File: config.mk
export PLATFORM = sky130hd
export DESIGN_NAME = tagged_byte_fifo_with_trigger
export DESIGN_NICKNAME = d
export VERILOG_FILES = /design/src/tbf_pkg.sv /design/src/tbf_ram.sv /design/src/tbf_csr.sv /design/src/tbf_core.sv /design/src/tagged_byte_fifo_with_trigger.sv
export VERILOG_INCLUDE_DIRS = /design/src /design/src/src
export SDC_FILE = /design/constraint.sdc
export NUM_CORES = 1
export LEC_CHECK = 0
export ABC_AREA = 1
export BUFFER_PORTS_ARGS = -buffer_cell sky130_fd_sc_hd__buf_2
export CAP_MARGIN = 20
export CORE_AREA = 5 5 179 181
export DETAILED_ROUTE_END_ITERATION = 10
export DIE_AREA = 0 0 184 186
export MAX_ROUTING_LAYER = met4
export PLACE_DENSITY_LB_ADDON = 0.1
export SLEW_MARGIN = 20
export SYNTH_ARGS = -nofsm -noshare
export SYNTH_HDL_FRONTEND = slang
export SYNTH_HIERARCHICAL = 1
export SYNTH_SLANG_ARGS = --single-unit
File: constraint.sdc
create_clock -name clock -period 4.96 [get_ports clock]
set_clock_uncertainty 0.2 [all_clocks]
set_input_delay 1.24 -clock clock [delete_from_list [all_inputs] [get_ports clock]]
set_output_delay 1.24 -clock clock [all_outputs]
set_load 0.02 [all_outputs]
File: src/assert_macros.svh
// assertion macros used by the top-level rtl file
// no dependencies; synthesis builds see empty bodies
`ifndef ASSERT_MACROS_SVH
`define ASSERT_MACROS_SVH

`ifndef SYNTHESIS

`define TBF_ASSERT(label, clk, rst, prop) \
   label: assert property (@(posedge clk) disable iff (rst) prop) \
      else $error("assertion failed");

`define TBF_ASSERT_NEVER(label, clk, rst, cond) \
   label: assert property (@(posedge clk) disable iff (rst) !(cond)) \
      else $error("forbidden condition seen");

`else

`define TBF_ASSERT(label, clk, rst, prop)

`define TBF_ASSERT_NEVER(label, clk, rst, cond)

`endif

`endif

File: src/tbf_pkg.sv
// shared types, constants and helper functions of the tagged byte fifo
// no dependencies; imported by the csr, core and top modules of the block
package tbf_pkg;

   localparam int DEPTH      = 16;
   localparam int PTR_W      = $clog2(DEPTH);
   localparam int CNT_W      = $clog2(DEPTH + 1);
   localparam int BYTE_W     = 8;
   localparam int KIND_W     = 2;
   localparam int TRIG_W     = 8;
   localparam int RAM_W      = 2 * BYTE_W;
   localparam int CSR_DATA_W = 32;
   localparam int CSR_ADDR_W = 3;
   localparam int CSR_IDX_W  = CSR_ADDR_W - 2;

   localparam logic [BYTE_W-1:0]    ZERO_BYTE     = 8'h00;
   localparam logic [TRIG_W-1:0]    TRIGGER_RESET = 8'd1;
   localparam logic [CSR_IDX_W-1:0] CSR_TRIGGER   = 1'd0;

   typedef enum logic [KIND_W-1:0] {
      KIND_WRITE = 2'd0,
      KIND_READ  = 2'd1,
      KIND_CLEAR = 2'd2,
      KIND_RESET = 2'd3
   } kind_type;

   typedef struct packed {
      kind_type          kind;
      logic [BYTE_W-1:0] write_data;
      logic [BYTE_W-1:0] write_tag;
   } item_type;

   typedef struct packed {
      logic full;
      logic empty;
      logic overrun;
      logic ready;
   } status_type;

   typedef struct packed {
      logic [BYTE_W-1:0] read_data;
      logic [BYTE_W-1:0] read_tag;
      status_type        status;
      status_type        changed;
   } result_type;

   typedef struct packed {
      logic             we;
      logic [PTR_W-1:0] waddr;
      logic [RAM_W-1:0] wdata;
      logic [PTR_W-1:0] raddr;
   } ram_ctl_type;

   function automatic logic [PTR_W-1:0] ptr_advance(input logic [PTR_W-1:0] ptr);
      logic [PTR_W-1:0] nxt;
      if (ptr == PTR_W'(DEPTH - 1)) begin
         nxt = '0;
      end else begin
         nxt = ptr + PTR_W'(1);
      end
      return nxt;
   endfunction

   // equal pointers are ambiguous, the full bit settles it
   function automatic logic [CNT_W-1:0] fill_count(input logic [PTR_W-1:0] wr,
                                                   input logic [PTR_W-1:0] rd,
                                                   input logic             full);
      logic [CNT_W-1:0] cnt;
      if (wr == rd) begin
         cnt = full ? CNT_W'(DEPTH) : '0;
      end else if (wr > rd) begin
         cnt = CNT_W'(wr) - CNT_W'(rd);
      end else begin
         cnt = CNT_W'(wr) + CNT_W'(DEPTH) - CNT_W'(rd);
      end
      return cnt;
   endfunction

endpackage

File: src/tbf_ram.sv
// generic single write port ram with registered read, write-first on collision
// no dependencies
module tbf_ram #(
   parameter int WIDTH = 8,
   parameter int DEPTH = 16
) (
   input  logic                     clock,
   input  logic                     we,
   input  logic [$clog2(DEPTH)-1:0] waddr,
   input  logic [WIDTH-1:0]         wdata,
   input  logic [$clog2(DEPTH)-1:0] raddr,
   output logic [WIDTH-1:0]         rdata
);

   logic [WIDTH-1:0] mem_ff [DEPTH];
   logic [WIDTH-1:0] rdata_ff;
   logic [WIDTH-1:0] rdata_in;

   // same-cycle write to the read address forwards the new word
   assign rdata_in = (we && (waddr == raddr)) ? wdata : mem_ff[raddr];

   always_ff @(posedge clock) begin
      if (we) begin
         mem_ff[waddr] <= wdata;
      end
      rdata_ff <= rdata_in;
   end

   assign rdata = rdata_ff;

endmodule

File: src/tbf_csr.sv
// apb-style register port holding the trigger level
// depends on tbf_pkg
module tbf_csr (
   input  logic                               clock,
   input  logic                               reset,
   input  logic                               psel,
   input  logic                               penable,
   input  logic                               pwrite,
   input  logic [tbf_pkg::CSR_ADDR_W-1:0]     paddr,
   input  logic [tbf_pkg::CSR_DATA_W-1:0]     pwdata,
   output logic [tbf_pkg::CSR_DATA_W-1:0]     prdata,
   output logic                               pready,
   output logic [tbf_pkg::TRIG_W-1:0]         trigger
);
   import tbf_pkg::*;

   logic [TRIG_W-1:0]    trigger_ff;
   logic [TRIG_W-1:0]    trigger_in;
   logic [CSR_IDX_W-1:0] reg_idx;
   logic                 wr_en;

   assign reg_idx = paddr[CSR_ADDR_W-1:2];
   assign pready  = 1'b1;
   assign wr_en   = psel && penable && pwrite && pready;

   always_comb begin
      trigger_in = trigger_ff;
      if (wr_en && (reg_idx == CSR_TRIGGER)) begin
         trigger_in = pwdata[TRIG_W-1:0];
      end
   end

   always_ff @(posedge clock) begin
      if (reset) begin
         trigger_ff <= TRIGGER_RESET;
      end else begin
         trigger_ff <= trigger_in;
      end
   end

   always_comb begin
      prdata = '0;
      if (reg_idx == CSR_TRIGGER) begin
         prdata = CSR_DATA_W'(trigger_ff);
      end
   end

   assign trigger = trigger_ff;

endmodule

File: src/tbf_core.sv
// queue pointers, status flags and the per-transaction update logic
// depends on tbf_pkg; drives the write and read ports of the entry ram
module tbf_core (
   input  logic                        clock,
   input  logic                        reset,
   input  logic                        fire,
   input  tbf_pkg::item_type           item,
   input  logic [tbf_pkg::RAM_W-1:0]   ram_rdata,
   input  logic [tbf_pkg::TRIG_W-1:0]  trigger,
   output tbf_pkg::ram_ctl_type        ram_ctl,
   output tbf_pkg::result_type         result,
   output tbf_pkg::status_type         status
);
   import tbf_pkg::*;

   logic [PTR_W-1:0] rd_ptr_ff, rd_ptr_in;
   logic [PTR_W-1:0] wr_ptr_ff, wr_ptr_in;
   status_type       stat_ff, stat_in;
   status_type       changed;
   logic [PTR_W-1:0] rd_adv, wr_adv;
   logic [CNT_W-1:0] cnt_after_wr, cnt_after_rd;
   logic [BYTE_W-1:0] rdata, rtag;
   logic             wr_meets;
   logic             ram_we;

   assign rd_adv       = ptr_advance(rd_ptr_ff);
   assign wr_adv       = ptr_advance(wr_ptr_ff);
   assign wr_meets     = (wr_adv == rd_ptr_ff);
   assign cnt_after_wr = fill_count(wr_adv, rd_ptr_ff, wr_meets);
   assign cnt_after_rd = fill_count(wr_ptr_ff, rd_adv, 1'b0);

   always_comb begin
      rd_ptr_in = rd_ptr_ff;
      wr_ptr_in = wr_ptr_ff;
      stat_in   = stat_ff;
      changed   = '0;
      rdata     = ZERO_BYTE;
      rtag      = ZERO_BYTE;
      ram_we    = 1'b0;
      if (fire) begin
         case (item.kind)
            KIND_WRITE: begin
               if (stat_ff.full) begin
                  changed.overrun = !stat_ff.overrun;
                  stat_in.overrun = 1'b1;
               end else begin
                  ram_we    = 1'b1;
                  wr_ptr_in = wr_adv;
                  if (wr_meets) begin
                     changed.full = 1'b1;
                     stat_in.full = 1'b1;
                  end
                  changed.empty = stat_ff.empty;
                  stat_in.empty = 1'b0;
                  if (TRIG_W'(cnt_after_wr) >= trigger) begin
                     changed.ready = !stat_ff.ready;
                     stat_in.ready = 1'b1;
                  end
               end
            end
            KIND_READ: begin
               if (!stat_ff.empty) begin
                  rdata        = ram_rdata[BYTE_W-1:0];
                  rtag         = ram_rdata[RAM_W-1:BYTE_W];
                  rd_ptr_in    = rd_adv;
                  changed.full = stat_ff.full;
                  stat_in.full = 1'b0;
                  if (TRIG_W'(cnt_after_rd) < trigger) begin
                     changed.ready = stat_ff.ready;
                     stat_in.ready = 1'b0;
                  end
                  // empty follows the count alone, whatever the trigger level
                  if (cnt_after_rd == '0) begin
                     changed.empty = 1'b1;
                     stat_in.empty = 1'b1;
                  end
               end
            end
            KIND_CLEAR: begin
               changed.overrun = stat_ff.overrun;
               stat_in.overrun = 1'b0;
            end
            KIND_RESET: begin
               rd_ptr_in       = '0;
               wr_ptr_in       = '0;
               stat_in.full    = 1'b0;
               stat_in.empty   = 1'b1;
               stat_in.overrun = 1'b0;
               stat_in.ready   = 1'b0;
               changed         = '1;
            end
            default: begin
               changed = '0;
            end
         endcase
      end
   end

   always_ff @(posedge clock) begin
      if (reset) begin
         rd_ptr_ff <= '0;
         wr_ptr_ff <= '0;
         stat_ff   <= '{full: 1'b0, empty: 1'b1, overrun: 1'b0, ready: 1'b0};
      end else begin
         rd_ptr_ff <= rd_ptr_in;
         wr_ptr_ff <= wr_ptr_in;
         stat_ff   <= stat_in;
      end
   end

   // ram read address tracks the next read pointer so the head entry is ready
   assign ram_ctl.we    = ram_we;
   assign ram_ctl.waddr = wr_ptr_ff;
   assign ram_ctl.wdata = {item.write_tag, item.write_data};
   assign ram_ctl.raddr = rd_ptr_in;

   assign result.read_data = rdata;
   assign result.read_tag  = rtag;
   assign result.status    = stat_in;
   assign result.changed   = changed;
   assign status           = stat_ff;

endmodule

File: src/tagged_byte_fifo_with_trigger.sv
// tagged byte fifo with trigger level: an accepted transaction passes the input
// register, then the result register, before its result appears
// one transaction per cycle sustained while rsp_stall is low; the head entry is read
// from the ram ahead of use through its registered port
// synchronous reset clears pointers and flags and sets trigger level to 1;
// stored entries are not cleared
`include "assert_macros.svh"

module tagged_byte_fifo_with_trigger (
   input  logic                              clock,
   input  logic                              reset,
   input  logic                              req_valid,
   output logic                              req_stall,
   input  logic [tbf_pkg::KIND_W-1:0]        req_kind,
   input  logic [tbf_pkg::BYTE_W-1:0]        req_write_data,
   input  logic [tbf_pkg::BYTE_W-1:0]        req_write_tag,
   output logic                              rsp_valid,
   input  logic                              rsp_stall,
   output logic [tbf_pkg::BYTE_W-1:0]        rsp_read_data,
   output logic [tbf_pkg::BYTE_W-1:0]        rsp_read_tag,
   output logic                              rsp_is_full,
   output logic                              rsp_is_empty,
   output logic                              rsp_overrun_flag,
   output logic                              rsp_ready_flag,
   output logic                              rsp_full_changed,
   output logic                              rsp_empty_changed,
   output logic                              rsp_overrun_changed,
   output logic                              rsp_ready_changed,
   input  logic                              psel,
   input  logic                              penable,
   input  logic                              pwrite,
   input  logic [tbf_pkg::CSR_ADDR_W-1:0]    paddr,
   input  logic [tbf_pkg::CSR_DATA_W-1:0]    pwdata,
   output logic [tbf_pkg::CSR_DATA_W-1:0]    prdata,
   output logic                              pready
);
   import tbf_pkg::*;

   item_type          item_ff, item_in;
   logic              item_valid_ff, item_valid_in;
   result_type        rsp_ff, rsp_in;
   logic              rsp_valid_ff, rsp_valid_in;
   logic              advance;
   logic [TRIG_W-1:0] trigger;
   ram_ctl_type       ram_ctl;
   logic [RAM_W-1:0]  ram_rdata;
   result_type        result;
   status_type        status;

   // the held transaction moves on when the result register is free or draining
   assign advance   = item_valid_ff && (!rsp_valid_ff || !rsp_stall);
   assign req_stall = item_valid_ff && !advance;

   always_comb begin
      item_valid_in = item_valid_ff;
      item_in       = item_ff;
      if (!req_stall) begin
         item_valid_in = req_valid;
         item_in       = '{kind: kind_type'(req_kind), write_data: req_write_data,
                           write_tag: req_write_tag};
      end
   end

   always_comb begin
      rsp_valid_in = rsp_valid_ff;
      rsp_in       = rsp_ff;
      if (advance) begin
         rsp_valid_in = 1'b1;
         rsp_in       = result;
      end else if (!rsp_stall) begin
         rsp_valid_in = 1'b0;
      end
   end

   always_ff @(posedge clock) begin
      if (reset) begin
         item_valid_ff <= 1'b0;
         rsp_valid_ff  <= 1'b0;
      end else begin
         item_valid_ff <= item_valid_in;
         rsp_valid_ff  <= rsp_valid_in;
      end
   end

   always_ff @(posedge clock) begin
      item_ff <= item_in;
      rsp_ff  <= rsp_in;
   end

   tbf_csr u_csr (
      .clock   (clock),
      .reset   (reset),
      .psel    (psel),
      .penable (penable),
      .pwrite  (pwrite),
      .paddr   (paddr),
      .pwdata  (pwdata),
      .prdata  (prdata),
      .pready  (pready),
      .trigger (trigger)
   );

   tbf_ram #(
      .WIDTH (RAM_W),
      .DEPTH (DEPTH)
   ) u_ram (
      .clock (clock),
      .we    (ram_ctl.we),
      .waddr (ram_ctl.waddr),
      .wdata (ram_ctl.wdata),
      .raddr (ram_ctl.raddr),
      .rdata (ram_rdata)
   );

   tbf_core u_core (
      .clock     (clock),
      .reset     (reset),
      .fire      (advance),
      .item      (item_ff),
      .ram_rdata (ram_rdata),
      .trigger   (trigger),
      .ram_ctl   (ram_ctl),
      .result    (result),
      .status    (status)
   );

   assign rsp_valid           = rsp_valid_ff;
   assign rsp_read_data       = rsp_ff.read_data;
   assign rsp_read_tag        = rsp_ff.read_tag;
   assign rsp_is_full         = rsp_ff.status.full;
   assign rsp_is_empty        = rsp_ff.status.empty;
   assign rsp_overrun_flag    = rsp_ff.status.overrun;
   assign rsp_ready_flag      = rsp_ff.status.ready;
   assign rsp_full_changed    = rsp_ff.changed.full;
   assign rsp_empty_changed   = rsp_ff.changed.empty;
   assign rsp_overrun_changed = rsp_ff.changed.overrun;
   assign rsp_ready_changed   = rsp_ff.changed.ready;

   `TBF_ASSERT_NEVER(a_full_and_empty, clock, reset, status.full && status.empty)
   `TBF_ASSERT(a_overrun_on_full_write, clock, reset, advance && (item_ff.kind == KIND_WRITE) && status.full |=> status.overrun)
   `TBF_ASSERT(a_empty_read_no_change, clock, reset, advance && (item_ff.kind == KIND_READ) && status.empty |=> $stable(status))
   `TBF_ASSERT(a_held_item_stable, clock, reset, item_valid_ff && !advance |=> item_valid_ff && $stable(item_ff))

endmodule

==> out/summary.md <==
### Run status
* status: finished, final reports clean

### Job
* total of max-cap violations: 0

### Logic synthesis
* most area-consuming cells after synthesis: sky130_fd_sc_hd__edfxtp_1, sky130_fd_sc_hd__nand2_1, sky130_fd_sc_hd__nand3_1
* area leader, netlist: sky130_fd_sc_hd__edfxtp_1
* synthesized area: 14840 um2
* count of cell types in the netlist: 39
* per-instance average area after synthesis: 10.04 um2
* number of enable flip-flop cells after synthesis: 298
* gate count after technology mapping: 1478
* count of synthesis-stage warnings from yosys: 6
* commonest register cell after synthesis: sky130_fd_sc_hd__edfxtp_1
* share of the synthesized area in the top cell type: 60.32%
* number of synthesized register bits: 324
* fraction of registers with async set or reset after synthesis: 0%
* fraction of the yosys area taken by sequential cells: 63.83%

### Die
* chip height: 186 um
* area of the core region: 30270 um2
* total I/O pin count: 119
* initial cell density of the core: 49.01%
* number of cell rows: 64
* floorplan die width: 184 um
* die area: 34220 um2

### Route
* Via-to-Cell Ratio: 5.016
* met1 wire length: 15260 um
* average detailed-routed wire length per instance: 17.87 um
* topmost layer with routed signal wires: met4
* WL met3: 2259 um
* first drt pass iteration count: 5
* DRC violation count after routing: 0
* wire length on met2: 16500 um
* routed vias: 9801
* total detailed-routing wirelength: 34920 um
* Routed Antenna Nets: 0
* drt initial violations: 681

### Clock network
* worst-case clock buffer depth: 3
* number of setup buffers added after CTS: 0
* TritonCTS clock tree: built
* Root Buffer: sky130_fd_sc_hd__clkbuf_16
* post-cts repair resize count: 0
* number of clock sinks: 324
* worst skew pair latency: 0.51 ns
* clock slew seen by the registers of the worst setup and hold paths: 0.06 ns
* number of CTS-inserted buffers: 36
* level count of the clock H-tree: 2
* CTS Hold Bufs: 0

### Power
* total power density per cell area: 354.6 nW/um2
* VDD IR max: 251.9 uV
* combinational share of power: 3.9%
* leakage power: 7.114 nW
* switching share of total power: 21.28%
* cell-internal power: 4.596 mW
* post-layout power: 5.838 mW
* sequential cell fraction of total power: 52.5%
* Clock power frac: 43.6%
* Net Switching: 1.243 mW

### Cells and area
* Inserted Diodes: 0
* Synth-to-Final Area Change: 10.99%
* net count reported at finish: 1612
* highest-count cells in the layout ignoring fill and taps: sky130_fd_sc_hd__nand2_1, sky130_fd_sc_hd__edfxtp_1, sky130_fd_sc_hd__inv_1
* Fill cells: 2620
* fraction of layout cells with a size suffix above 1: 11.81%
* most common cell after layout, fill and taps aside: sky130_fd_sc_hd__nand2_1
* post-route insts no fill: 1954

### Timing
* maximum clock rate: 281.6 MHz
* Relative slew margins: 24.52%
* Pins Over Slew Limit: 0
* number of endpoints failing setup at the final stage: 0
* number of failing hold endpoints at the final stage: 0
* final sum of negative setup slack: 0 ns
* setup repair after global routing missed its margin: false
* slew at the pin with the worst max-slew slack: 1.131 ns
* Tcrit/Tclk final: 71.59%
* time the worst path needs with I/O delays and setup: 3.551 ns

### Critical path
* r2r endpoint: rsp_ready_changed
* arrival time at the worst endpoint: 2.11 ns
* count of cells along the worst register-to-register path: 17
* end point of the critical path: req_stall
* Max FO, Critical Path: 20
* startpoint of the most critical register-to-register path: u_core/wr_ptr_ff[1]
* start point of the critical path: rsp_stall
* data required time of the critical path: 3.52 ns
* Worst Setup End Kind: output port
* setup slack on the worst flop-to-flop path: 1.50 ns
* path type of the worst setup path: input port to output port
* Setup crit start kind: input port

### Global route
* total gr overflow: 0
* wire length of the first global-routing pass: 54370 um
* gr usage total: 21.38%
* antenna violations before repair: 1
* vias in the first global route: 9600
* largest net degree at the start of global routing: 79

### Placed design
* placer's final routability congestion estimate: 0.8520
* Cell Count Post-Placement: 1889
* post-detailed-placement half-perimeter wirelength: 21560 um
* number of input and output port buffers inserted: 67

### Hold path
* kind of path behind the tightest hold check: flop to flop

-- per-stage QoR --
| stage | hold WS, ns | utilization (%) | worst slack, ns | instance area (um2) |
|---|---|---|---|---|
| floorplan | 0.2566 | - | 0.1355 | 14920 |
| global placement | 0.2954 | 50.62 | 1.173 | 15320 |
| detailed placement | 0.2980 | 50.62 | 1.154 | 15320 |
| CTS | 0.3060 | 54.40 | 1.385 | 16470 |
| global route | 0.3170 | 54.40 | 1.117 | 16470 |
| finish | 0.3046 | 54.40 | 1.409 | 16470 |
-- power groups by stage --
| stage | logic (mW) | registers [mW] | clock network, mW |
|---|---|---|---|
| after floorplan | 0.199 | 3.09 | 0 |
| after global placement | 0.223 | 3.12 | 0 |
| after detailed placement | 0.225 | 3.12 | 0 |
| after CTS | 0.227 | 3.07 | 2.61 |
| after global routing | 0.257 | 3.07 | 2.71 |
| final | 0.226 | 3.07 | 2.55 |
-- critical path, cell delays in order --
cell and delay, ns:
sky130_fd_sc_hd__buf_2 0.13, sky130_fd_sc_hd__nand3_2 0.42, sky130_fd_sc_hd__inv_1 0.14, sky130_fd_sc_hd__buf_2 0.18
-- state kept, by name (all words and copies together) (netlist names), 4 cells and up, named ones only --
signal,count
rsp_read_data,8
u_ram/mem_ff,256
item_ff,18
rsp_read_tag,8
u_csr/trigger,8
u_core/rd_ptr_ff,4
u_core/status,4
u_core/wr_ptr_ff,4
-- how the worst min path moves through the flow --
stage / slack (ns) / cells past startpoint / from / end
after global placement: 0.30 / 2 / u_csr/trigger[4] / u_csr/trigger[4]
after CTS: 0.31 / 2 / u_csr/trigger[3] / u_csr/trigger[3]
after global routing: 0.32 / 2 / u_csr/trigger[3] / u_csr/trigger[3]
final: 0.30 / 2 / u_csr/trigger[3] / u_csr/trigger[3]
after detailed placement: 0.30 / 2 / u_csr/trigger[3] / u_csr/trigger[3]
after floorplan: 0.26 / 2 / item_valid_ff / rsp_valid
-- area by class of cell --
cell class	instances	area (um2)	share of cell area (%)
timing repair buffer	91	515.5	3.131
clock inverter	13	98.84	0.6003
tap	396	495.5	3.009
multi-input combinational	812	3836	23.30
clock buffer	52	1044	6.337
sequential	324	9474	57.54
inverter	266	1002	6.087
-- per-layer routing --
metal	vias to the layer above	track usage [%]
met2	293	34.09
met4	0	6.329
met5	-	-
met3	57	3.791
met1	4625	28.39
li1	4826	-
-- cells in the mapped netlist, drive strengths merged (2+ instances only) --
cell type,number
clkbuf,12
nand3,219
edfxtp,298
xor2,2
nand2,412
a21oi,24
fa,2
inv,266
nand3b,3
nor3b,16
a31oi,2
dfxtp,26
buf,87
ha,19
conb,2
nand4,4
o21ai,11
nor2,62
nor3,5
-- logic make-up after synthesis --
group                    share of synthesized area [%]
flip-flops                                       63.83
buffers and inverters                            11.24
adder cells (fa/ha/maj)                          1.872
AND/OR/NAND/NOR                                  21.23
AO/OA/AOI/OAI                                    1.661
XOR/XNOR                                        0.1181
other                                          0.05062
No activity file was read; power rests on OpenSTA's default activity.
